### src/rtl/core/gpthv_pkg.sv
// Shared types, constants and helper functions for the GPT header validator.
// Has no dependencies; every other file in rtl/core refers to it by scoped names.
package gpthv_pkg;

  // "EFI PART" read as a little-endian 64-bit word.
  localparam logic [63:0] GPT_SIGNATURE = 64'h5452415020494645;
  localparam logic [31:0] CRC_POLY      = 32'hEDB88320;
  localparam logic [31:0] CRC_ONES      = 32'hFFFFFFFF;
  localparam logic [31:0] MIN_HEADER    = 32'd92;
  localparam logic [12:0] COUNT_MAX     = 13'h1FFF;

  // Configuration port.
  localparam int unsigned   CFG_ADDR_W         = 3;
  localparam logic [12:0]   SECTOR_BYTES_RESET = 13'd512;
  // Register index, taken from paddr[2] (registers sit on 4-byte boundaries).
  localparam logic          REG_SECTOR_BYTES   = 1'b0;

  typedef enum logic [2:0] {
    ST_OK        = 3'd0,
    ST_TOO_LARGE = 3'd1,
    ST_BAD_SIG   = 3'd2,
    ST_BAD_SIZE  = 3'd3,
    ST_CRC_BAD   = 3'd4
  } status_t;

  typedef struct packed {
    logic [7:0] data_byte;
    logic       last_byte;
  } sec_item_t;

  typedef struct packed {
    logic        header_ok;
    status_t     status;
    logic [63:0] hdr_lba;
    logic [63:0] alt_lba;
    logic [63:0] usable_start;
    logic [63:0] usable_end;
    logic [63:0] parts_lba;
    logic [31:0] parts_count;
    logic [31:0] parts_size;
    logic [31:0] table_crc;
  } res_item_t;

  // One byte of a reflected CRC-32, bit by bit.
  function automatic logic [31:0] crc_byte(input logic [31:0] c_in, input logic [7:0] b);
    logic [31:0] c;
    c = c_in ^ {24'd0, b};
    for (int k = 0; k < 8; k++) begin
      c = c[0] ? (CRC_POLY ^ (c >> 1)) : (c >> 1);
    end
    return c;
  endfunction

  // Replace byte lane 'lane' of a 64-bit word.
  function automatic logic [63:0] put_byte64(input logic [63:0] w, input logic [7:0] b,
                                             input logic [2:0] lane);
    logic [63:0] r;
    r = w;
    r[{lane, 3'b000} +: 8] = b;
    return r;
  endfunction

  // Replace byte lane 'lane' of a 32-bit word.
  function automatic logic [31:0] put_byte32(input logic [31:0] w, input logic [7:0] b,
                                             input logic [1:0] lane);
    logic [31:0] r;
    r = w;
    r[{lane, 3'b000} +: 8] = b;
    return r;
  endfunction

endpackage

### src/rtl/core/gpt_header_validator.sv
// Top level of the GPT header validator: byte channel, result channel, APB register.
// Depends on gpthv_pkg and instantiates gpthv_crc.

// The block takes the sector holding a GPT header one byte per transaction on the
// sec channel, starting at offset zero, with last_byte set on the final byte. Each
// transaction is registered once at the input and handled from there, so a new
// byte is accepted in every cycle unless a final byte waits; the byte-wise CRC-32
// update, header field capture and final checks form that stage. On the final byte a
// single result transaction is presented on the res channel from an output
// register: status is checked in the order sector size over MAX_SECTOR_BYTES, bad
// "EFI PART" signature, header size below 92, above sector_bytes or above the
// bytes received, and CRC mismatch. On success the decoded LBAs, the entry count,
// the entry size and the table CRC are given; otherwise they read as zero. While
// a result waits to be taken, bytes of the next sector keep flowing; only a
// further final byte stalls until the pending result leaves. The per-sector state
// returns to its reset value after each final byte. sector_bytes sits at APB byte
// address 0 and should be written only between sectors.
module gpt_header_validator #(
  parameter int unsigned MAX_SECTOR_BYTES = 512
) (
  input  logic                              clk,
  input  logic                              rst,
  // Sector byte channel.
  input  logic                              sec_valid,
  output logic                              sec_ready,
  input  gpthv_pkg::sec_item_t              sec_item,
  // Result channel.
  output logic                              res_valid,
  input  logic                              res_ready,
  output gpthv_pkg::res_item_t              res_item,
  // APB configuration port.
  input  logic                              psel,
  input  logic                              penable,
  input  logic                              pwrite,
  input  logic [gpthv_pkg::CFG_ADDR_W-1:0]  paddr,
  input  logic [31:0]                       pwdata,
  output logic [31:0]                       prdata,
  output logic                              pready
);

  // Configuration register.
  logic [12:0] sector_bytes;

  assign pready = 1'b1;
  assign prdata = (paddr[2] == gpthv_pkg::REG_SECTOR_BYTES) ? {19'd0, sector_bytes} : 32'd0;

  always_ff @(posedge clk) begin
    if (rst) begin
      sector_bytes <= gpthv_pkg::SECTOR_BYTES_RESET;
    end else if (psel && penable && pwrite && pready &&
                 (paddr[2] == gpthv_pkg::REG_SECTOR_BYTES)) begin
      sector_bytes <= pwdata[12:0];
    end
  end

  // Input register. The stage moves on whenever its byte is not the final one, or
  // when the output register is free or being emptied in this cycle.
  logic                 s1_valid;
  gpthv_pkg::sec_item_t s1_item;
  logic                 s1_go;

  assign s1_go     = s1_valid && (!s1_item.last_byte || !res_valid || res_ready);
  assign sec_ready = !s1_valid || s1_go;

  always_ff @(posedge clk) begin
    if (rst) begin
      s1_valid <= 1'b0;
    end else if (sec_ready) begin
      s1_valid <= sec_valid;
    end
  end

  always_ff @(posedge clk) begin
    if (sec_valid && sec_ready) begin
      s1_item <= sec_item;
    end
  end

  // Per-sector state.
  logic [12:0] byte_count;
  logic [63:0] signature_word;
  logic [31:0] header_length;
  logic [31:0] stored_crc;
  logic [63:0] hdr_lba;
  logic [63:0] alt_lba;
  logic [63:0] usable_start;
  logic [63:0] usable_end;
  logic [63:0] parts_lba;
  logic [31:0] parts_count;
  logic [31:0] parts_size;
  logic [31:0] table_crc;

  logic [12:0] byte_count_next;
  logic [63:0] signature_word_next;
  logic [31:0] header_length_next;
  logic [31:0] stored_crc_next;
  logic [63:0] hdr_lba_next;
  logic [63:0] alt_lba_next;
  logic [63:0] usable_start_next;
  logic [63:0] usable_end_next;
  logic [63:0] parts_lba_next;
  logic [31:0] parts_count_next;
  logic [31:0] parts_size_next;
  logic [31:0] table_crc_next;
  logic [31:0] crc_next;

  logic [12:0] off;
  logic [7:0]  b;

  assign off = byte_count;
  assign b   = s1_item.data_byte;

  // Capture the little-endian header fields as their bytes pass. Every field
  // starts on a boundary of its own width, so the byte lane is the low bits of
  // the offset.
  always_comb begin
    signature_word_next = signature_word;
    header_length_next  = header_length;
    stored_crc_next     = stored_crc;
    hdr_lba_next        = hdr_lba;
    alt_lba_next        = alt_lba;
    usable_start_next   = usable_start;
    usable_end_next     = usable_end;
    parts_lba_next      = parts_lba;
    parts_count_next    = parts_count;
    parts_size_next     = parts_size;
    table_crc_next      = table_crc;

    if (off < 13'd8) begin
      signature_word_next = gpthv_pkg::put_byte64(signature_word, b, off[2:0]);
    end else if (off >= 13'd12 && off < 13'd16) begin
      header_length_next = gpthv_pkg::put_byte32(header_length, b, off[1:0]);
    end else if (off >= 13'd16 && off < 13'd20) begin
      stored_crc_next = gpthv_pkg::put_byte32(stored_crc, b, off[1:0]);
    end else if (off >= 13'd24 && off < 13'd32) begin
      hdr_lba_next = gpthv_pkg::put_byte64(hdr_lba, b, off[2:0]);
    end else if (off >= 13'd32 && off < 13'd40) begin
      alt_lba_next = gpthv_pkg::put_byte64(alt_lba, b, off[2:0]);
    end else if (off >= 13'd40 && off < 13'd48) begin
      usable_start_next = gpthv_pkg::put_byte64(usable_start, b, off[2:0]);
    end else if (off >= 13'd48 && off < 13'd56) begin
      usable_end_next = gpthv_pkg::put_byte64(usable_end, b, off[2:0]);
    end else if (off >= 13'd72 && off < 13'd80) begin
      parts_lba_next = gpthv_pkg::put_byte64(parts_lba, b, off[2:0]);
    end else if (off >= 13'd80 && off < 13'd84) begin
      parts_count_next = gpthv_pkg::put_byte32(parts_count, b, off[1:0]);
    end else if (off >= 13'd84 && off < 13'd88) begin
      parts_size_next = gpthv_pkg::put_byte32(parts_size, b, off[1:0]);
    end else if (off >= 13'd88 && off < 13'd92) begin
      table_crc_next = gpthv_pkg::put_byte32(table_crc, b, off[1:0]);
    end
  end

  // The counter sticks at its maximum on overlong sectors.
  assign byte_count_next = (byte_count < gpthv_pkg::COUNT_MAX) ? byte_count + 13'd1 : byte_count;

  gpthv_crc u_crc (
    .clk           (clk),
    .rst           (rst),
    .go            (s1_go),
    .clear         (s1_item.last_byte),
    .data_byte     (b),
    .offset        (off),
    .header_length (header_length),
    .crc_next      (crc_next)
  );

  always_ff @(posedge clk) begin
    if (rst) begin
      byte_count     <= '0;
      signature_word <= '0;
      header_length  <= '0;
      stored_crc     <= '0;
      hdr_lba        <= '0;
      alt_lba        <= '0;
      usable_start   <= '0;
      usable_end     <= '0;
      parts_lba      <= '0;
      parts_count    <= '0;
      parts_size     <= '0;
      table_crc      <= '0;
    end else if (s1_go) begin
      if (s1_item.last_byte) begin
        byte_count     <= '0;
        signature_word <= '0;
        header_length  <= '0;
        stored_crc     <= '0;
        hdr_lba        <= '0;
        alt_lba        <= '0;
        usable_start   <= '0;
        usable_end     <= '0;
        parts_lba      <= '0;
        parts_count    <= '0;
        parts_size     <= '0;
        table_crc      <= '0;
      end else begin
        byte_count     <= byte_count_next;
        signature_word <= signature_word_next;
        header_length  <= header_length_next;
        stored_crc     <= stored_crc_next;
        hdr_lba        <= hdr_lba_next;
        alt_lba        <= alt_lba_next;
        usable_start   <= usable_start_next;
        usable_end     <= usable_end_next;
        parts_lba      <= parts_lba_next;
        parts_count    <= parts_count_next;
        parts_size     <= parts_size_next;
        table_crc      <= table_crc_next;
      end
    end
  end

  // Final checks, made on the state as it stands after the final byte.
  logic [13:0]          received;
  gpthv_pkg::status_t   status;
  gpthv_pkg::res_item_t result;

  assign received = {1'b0, off} + 14'd1;

  always_comb begin
    if (sector_bytes > 13'(MAX_SECTOR_BYTES)) begin
      status = gpthv_pkg::ST_TOO_LARGE;
    end else if (signature_word_next != gpthv_pkg::GPT_SIGNATURE) begin
      status = gpthv_pkg::ST_BAD_SIG;
    end else if (header_length_next < gpthv_pkg::MIN_HEADER ||
                 header_length_next > {19'd0, sector_bytes} ||
                 header_length_next > {18'd0, received}) begin
      status = gpthv_pkg::ST_BAD_SIZE;
    end else if ((crc_next ^ gpthv_pkg::CRC_ONES) != stored_crc_next) begin
      status = gpthv_pkg::ST_CRC_BAD;
    end else begin
      status = gpthv_pkg::ST_OK;
    end

    result           = '0;
    result.status    = status;
    result.header_ok = (status == gpthv_pkg::ST_OK);
    if (status == gpthv_pkg::ST_OK) begin
      result.hdr_lba      = hdr_lba_next;
      result.alt_lba      = alt_lba_next;
      result.usable_start = usable_start_next;
      result.usable_end   = usable_end_next;
      result.parts_lba    = parts_lba_next;
      result.parts_count  = parts_count_next;
      result.parts_size   = parts_size_next;
      result.table_crc    = table_crc_next;
    end
  end

  // Output register.
  always_ff @(posedge clk) begin
    if (rst) begin
      res_valid <= 1'b0;
    end else if (s1_go && s1_item.last_byte) begin
      res_valid <= 1'b1;
    end else if (res_ready) begin
      res_valid <= 1'b0;
    end
  end

  always_ff @(posedge clk) begin
    if (s1_go && s1_item.last_byte) begin
      res_item <= result;
    end
  end

  // header_ok always agrees with the status code.
  assert property (@(posedge clk) disable iff (rst)
    res_valid |-> (res_item.header_ok == (res_item.status == gpthv_pkg::ST_OK)))
    else $error("header_ok disagrees with status");

  // A failed header never exposes decoded fields.
  assert property (@(posedge clk) disable iff (rst)
    (res_valid && res_item.status != gpthv_pkg::ST_OK) |->
      (res_item.hdr_lba == 64'd0 && res_item.parts_lba == 64'd0 &&
       res_item.parts_count == 32'd0 && res_item.table_crc == 32'd0))
    else $error("decoded fields reported on a failed header");

  // The final byte of a sector restarts the byte count and raises a result.
  assert property (@(posedge clk) disable iff (rst)
    (s1_go && s1_item.last_byte) |=> (byte_count == 13'd0 && res_valid))
    else $error("sector state not restarted after final byte");

  // The per-sector state only moves when the input stage advances.
  assert property (@(posedge clk) disable iff (rst)
    (!rst && !s1_go) |=> $stable(byte_count))
    else $error("byte count changed without an accepted byte");

endmodule

### src/rtl/core/gpthv_crc.sv
// Running reflected CRC-32 over the covered header bytes.
// Depends on gpthv_pkg for the polynomial, the initial value and crc_byte.
module gpthv_crc (
  input  logic        clk,
  input  logic        rst,
  input  logic        go,
  input  logic        clear,
  input  logic [7:0]  data_byte,
  input  logic [12:0] offset,
  input  logic [31:0] header_length,
  output logic [31:0] crc_next
);

  logic [31:0] crc_accum;
  logic        covered;
  logic        in_crc_field;

  // The stored CRC field (offsets 16 to 19) is hashed as zeros.
  assign in_crc_field = (offset >= 13'd16) && (offset < 13'd20);
  assign covered      = (offset < 13'd16) || ({19'd0, offset} < header_length);

  always_comb begin
    crc_next = crc_accum;
    if (covered) begin
      crc_next = gpthv_pkg::crc_byte(crc_accum, in_crc_field ? 8'd0 : data_byte);
    end
  end

  always_ff @(posedge clk) begin
    if (rst) begin
      crc_accum <= gpthv_pkg::CRC_ONES;
    end else if (go) begin
      crc_accum <= clear ? gpthv_pkg::CRC_ONES : crc_next;
    end
  end

endmodule
### config.mk
export PLATFORM = sky130hd
export DESIGN_NAME = gpt_header_validator
export DESIGN_NICKNAME = d
export VERILOG_FILES = /design/src/rtl/core/gpthv_pkg.sv /design/src/rtl/core/gpt_header_validator.sv /design/src/rtl/core/gpthv_crc.sv
export SDC_FILE = /design/constraint.sdc
export NUM_CORES = 2
export LEC_CHECK = 0
export ABC_CLOCK_PERIOD_IN_PS = 27700
export BUFFER_PORTS_ARGS = -buffer_cell sky130_fd_sc_hd__buf_2
export CAP_MARGIN = 20
export CELL_PAD_IN_SITES_DETAIL_PLACEMENT = 0
export CELL_PAD_IN_SITES_GLOBAL_PLACEMENT = 1
export CORE_MARGIN = 2
export CORE_UTILIZATION = 27
export CTS_CLUSTER_SIZE = 25
export DETAILED_ROUTE_END_ITERATION = 8
export PLACE_DENSITY_LB_ADDON = 0.1
export SYNTH_ARGS = -nofsm -noshare
export SYNTH_HDL_FRONTEND = slang
export SYNTH_SLANG_ARGS = --single-unit
### constraint.sdc
create_clock -name clk -period 27.7 [get_ports clk]
set_clock_uncertainty 0.1 [all_clocks]
set_input_delay 6.925 -clock clk [delete_from_list [all_inputs] [get_ports clk]]
set_output_delay 6.925 -clock clk [all_outputs]
set_load 0.01 [all_outputs]
# --- After elaboration in Yosys (flattened, before gate mapping) ---
# Index checks and enable logic that the tools add are counted.
word_totals:
  register_bits: 1033
  inputBits: 51
  out_inout_bits: 455
  elab_cells: 213
op_classes:
  addsub: 4
  magnitude_cmp: 27
  n_eq_ne: 2
  shift: 4
  n_mux: 108
  bitwise_logic: 11
  n_reduce_logical: 29
ops:
  columns: ["op", "count"]
  rows:
  - ["two-way mux 64 bit", 37]
  - ["two-way mux 32 bit", 50]
  - ["bitwise mux 64 bit", 6]
  - ["bitwise mux 32 bit", 5]
  - ["inverter 13 -> 14 bit", 8]
  - ["!= test 64 x 63 -> 1 bit (second input constant)", 1]
  - ["variable shift 8 x 8 -> 64 bit (first input constant)", 1]
  - ["variable part select 8 x 8 -> 64 bit", 1]
  - ["greater-or-equal comparator 13 x 7 -> 1 bit (second input constant)", 4]
  - ["< comparator 13 x 6 -> 1 bit (second input constant)", 4]
  - ["< comparator 13 x 7 -> 1 bit (second input constant)", 4]
  - ["greater-or-equal comparator 13 x 6 -> 1 bit (second input constant)", 3]
  - ["two-way mux 13 bit", 3]
  - ["> comparator 32 x 13 -> 1 bit", 1]
  - ["> comparator 32 x 14 -> 1 bit", 1]
  - ["< comparator 13 x 32 -> 1 bit", 1]
  - ["< comparator 32 x 7 -> 1 bit (second input constant)", 1]
  - ["!= test 32 bit", 1]
  - ["inverter 32 bit", 1]
  - ["variable shift 8 x 7 -> 32 bit (first input constant)", 1]
  - ["variable part select 8 x 7 -> 32 bit", 1]
  - ["bitwise XOR 32 x 8 -> 32 bit", 1]
  - ["greater-or-equal comparator 13 x 5 -> 1 bit (second input constant)", 2]
  - ["< comparator 13 x 5 -> 1 bit (second input constant)", 2]
  - ["18 further kinds", 45]

# --- Logic depth before layout (Yosys ltp) ---
logic_depth:
  ltp_word: 28
  depth_mapped: 22
  mapped_depth_nobuf: 17

# --- Cells and area by module ---
# A second synthesis with hierarchy kept.
hier_totals:
  hier_cells: 5356
  hier_area_um2: 51160.3
by_module_without_submodules:
  columns: ["module", "instances", "cells_per_inst", "area_per_inst_um2", "seq_area_each_um2"]
  rows:
  - ["gpt_header_validator", 1, 5053, 48275.0, 24333.3]
  - ["gpthv_crc", 1, 303, 2885.3, 640.6]

# --- Worst setup path before layout ---
# No wires, ideal clock.
synth_timing:
  path_kind: "input port to flip-flop"
  startpoint: "input res_ready"
  endpoint: "register u_crc.crc_accum[10]"
  setup_time_ns: 0.079
  arrival_ns: 18.157
  required_ns: 27.521
  path_slack_ns: 9.364
  path_stages: 6
  n_path_buf: 1
  cell_sequence: "nor2b_1 > nand2_1 > and3_1 > nor2_1 > clkbuf_1 > o211ai_1"
synth_via:
  elab_chain_len: 2
synth_rtl:
  columns: ["element", "line", "source"]
  rows:
  - ["from (decl)", "gpt_header_validator.sv:29", "input logic res_ready,"]
  - ["logical OR 1 bit", "gpt_header_validator.sv:62", "assign s1_go = s1_valid && (!s1_item.last_byte || !res_valid || res_ready);"]
  - ["logical AND 1 bit", "gpt_header_validator.sv:62", null]
  - ["to (signal assigned)", "gpthv_crc.sv:31", "crc_accum <= gpthv_pkg::CRC_ONES;"]
  - ["to (signal assigned)", "gpthv_crc.sv:33", "crc_accum <= clear ? gpthv_pkg::CRC_ONES : crc_next;"]
  - ["to (decl)", "gpthv_crc.sv:14", "logic [31:0] crc_accum;"]
# Every way passes these cells.
# A chain may end at the register's enable or synchronous reset.

# --- Worst setup path in the final report ---
layout_timing:
  startpoint: "input res_ready"
  endpoint: "output sec_ready"
layout_via:
  elab_chain_len: 3
layout_rtl:
  columns: ["element", "line", "source"]
  rows:
  - ["logical OR 1 bit", "gpt_header_validator.sv:62", null]
  - ["logical AND 1 bit", "gpt_header_validator.sv:62", null]
  - ["logical OR 1 bit", "gpt_header_validator.sv:63", "assign sec_ready = !s1_valid || s1_go;"]
  - ["to (decl)", "gpt_header_validator.sv:25", "output logic sec_ready,"]
# Every way passes these cells.

==> results.ini <==
[status]
status = finished clean

[power]
p_switching_uw = 895
switching_share_pct = 25.0
intPower_mw = 2.69
total_leakage_power_nw = 20.0
pwr-share-clk_pct = 48.4
ir_drop_uv = 47.6
p_seq_share_pct = 44.6
cellPowerDensity_nw_per_um2 = 61.0
pwr-share-comb_pct = 7.0

[die]
die_y_um = 433
fp.dieW_um = 433
row_count = 157
die_area_um2 = 188000
ios = 506
start_util_pct = 27.2
coreArea_um2 = 183000

[global_routing]
grt_overflow = 0
antenna_found_initial = 8
grt_use_met1_pct = 32.2
grt_max_degree = 159
grt_pass1_wl_um = 308000
grt_util_all_layers_pct = 22.7
grtUsageMet3_pct = 3.13
grt_pass1_vias = 40500
grt-busiest-layer = met2
gr-usage-met2_pct = 35.7

[timing]
worst_slack_ns = 13.10
fmax_ghz = 0.0685
post-route-period-util_pct = 52.7
finalHoldViolCount = 0
finalCriticalPeriod_ns = 14.60
rsz0062_at_grt = false
tightest_slew_ns = 1.37
slew_headroom_pct = 6.24
fin_tns_setup_ns = 0
finalSetupViolCount = 0
drv_slew = 0

[drt]
drcViolationCount = 0
drt_pass1_iterations = 6
drt_iter0_markers = 3670
vias = 42300
viasPerCell = 5.31
post_drt_wl_per_cell_um = 27.6
totalWireLength_um = 220000
ant_nets = 0

[synthesis]
synth_edf_count = 429
netlist.area_leader.share_pct = 25.9
netlist_instances = 5070
ys_ff_latch = 1033
async_flop_share_pct = 0
ys_warn_count = 0
ys_seq_area_share_pct = 50.2
synth_largest_area_cell = edfxtp_1
synth_most_common_cell = nor2_1
synth_area_per_cell_um2 = 9.81
synth.distinct_cells = 80
synth_common_cells = nor2_1, dfxtp_1, a22oi_1, edfxtp_1, a21oi_1
synthFlopType = dfxtp_1
synth.cell_area_um2 = 49800
synthTopCellsByArea = edfxtp_1, dfxtp_1, nor4_2, nor2_1, a22oi_1

[clocking]
cts_tree = yes
cts_hold_buf = 0
insertion_delay_ns = 0.80
htreeDepth = 4
cts_setup_buffers = 0
clk_pin_slew_ns = 0.06
cts_made_buffers = 131
cts_buffer_depth = 3
cts_resized = 0
root_buffer = clkbuf_16
cts.sink_count = 1033

[cells_and_area]
area_growth_pct = 18.1
drive_above_1_share_pct = 21.3
fin_nets = 5486
finish.instance_area_um2 = 58800

[critical_path]
start_kind = input pin
required_ns = 20.67
rrSetupSlack_ns = 18.94
cpPeakStageDelay_ns = 0.25
crit_top_cell = buf_2
critPathKind = input pin to output pin
path_max_fanout = 4
path_cells = buf_2 > nor2b_1 > nand3_1 > buf_2
critPathSlowestCell = nor2b_1
crit_arrival_ns = 7.57
reg2reg_depth = 16
worstSetupEndpointType = output pin

[place]
place_congestion = 0.872
dpl_cell_area_um2 = 54400
io_buffers = 464
dpl.hpwl_um = 150000
place_ws_ns = 13.09

[hold_path]
holdPathStages = 2
hold_path_class = register to register

[flow_run]
drv_cap = 0

==> layout make-up <==
class | instances | area [um2]
fillers | 19200 | 124000
flip-flops and latches | 1033 | 25000
multi-input cells | 3554 | 22700
clock buffers | 181 | 3630
repair buffers | 613 | 3520
well taps | 2464 | 3080
clock inverters | 57 | 628
inverters | 56 | 210
diodes | 3 | 7.51
==> sequential cells by signal (all words and copies together), names as in the netlist, 64 cells and up <==
register	flops
alt_lba	64
signature_word	64
hdr_lba	64
usable_start	64
parts_lba	64
usable_end	64
res_item	420
==> layout by cell type, fill, tap and decap left out, drive strengths merged, types with 11 or more instances in the layout <==
cell / count
a2111oi: 48
a21oi: 368
a22oi: 441
a31oi: 13
a32oi: 78
and2: 29
and3: 26
buf: 613
bufinv: 11
clkbuf: 181
clkinv: 40
conb: 20
dfxtp: 604
edfxtp: 429
ha: 46
inv: 62
mux2i: 114
nand2: 340
nand3: 48
nand3b: 11
nand4: 18
nor2: 1059
nor2b: 27
nor3: 57
nor4: 403
o211ai: 31
o21ai: 120
xnor2: 86
xnor3: 19
xor2: 26
==> through the flow <==
stage	hold slack [ns]	cells	util [%]	total power, mW
floorplan	0.332	5088	-	1.80
finish	0.362	7961	32.1	3.58
global route	0.387	7958	32.1	3.70
CTS	0.363	7954	32.1	3.63
detailed placement	0.354	7716	29.7	1.88
global placement	0.345	7710	29.7	1.88
==> per-layer routing <==
metal  part of all wire [%]  up-vias
met5                      0        -
met4                    2.6        0
met3                    4.6      247
met2                     46     1230
met1                     47    21500
li1                       -    19300
==> power by group through the flow <==
| stage | sequential [mW] | combinational [mW] | clock [mW] |
|---|---|---|---|
| final | 1.60 | 0.249 | 1.74 |
| after global routing | 1.60 | 0.264 | 1.84 |
| after CTS | 1.60 | 0.248 | 1.79 |
| after detailed placement | 1.63 | 0.247 | 0 |
| after global placement | 1.63 | 0.247 | 0 |
| after floorplan | 1.64 | 0.159 | 0 |
==> critical path, delay by kind of cell <==
| kind | cells | cell delay, ns |
|---|---|---|
| simple gates | 2 | 0.38 |
| buf+inv | 2 | 0.27 |
==> logic make-up after synthesis <==
kind of cell	count (synthesis)	share of synthesized area [%]
simple gates	2073	23.0
compound gates	1160	15.5
flops	1033	50.2
buf+inv	501	4.58
xor+xnor	133	3.03
mux	122	2.47
fa+ha+maj	46	1.16
other cells	2	0.0151
==> final timing paths <==
path                                  startpoint                              to
setup reg to reg      byte_count[1]$_SDFFE_PP0P_     res_item[399]$_SDFFCE_PP0P_
hold / removal    header_length[24]$_SDFFE_PP0P_  header_length[24]$_SDFFE_PP0P_
setup / recovery                       res_ready                       sec_ready
hold reg to reg   header_length[24]$_SDFFE_PP0P_  header_length[24]$_SDFFE_PP0P_
Note: power is estimated with default switching activity, not from simulation.
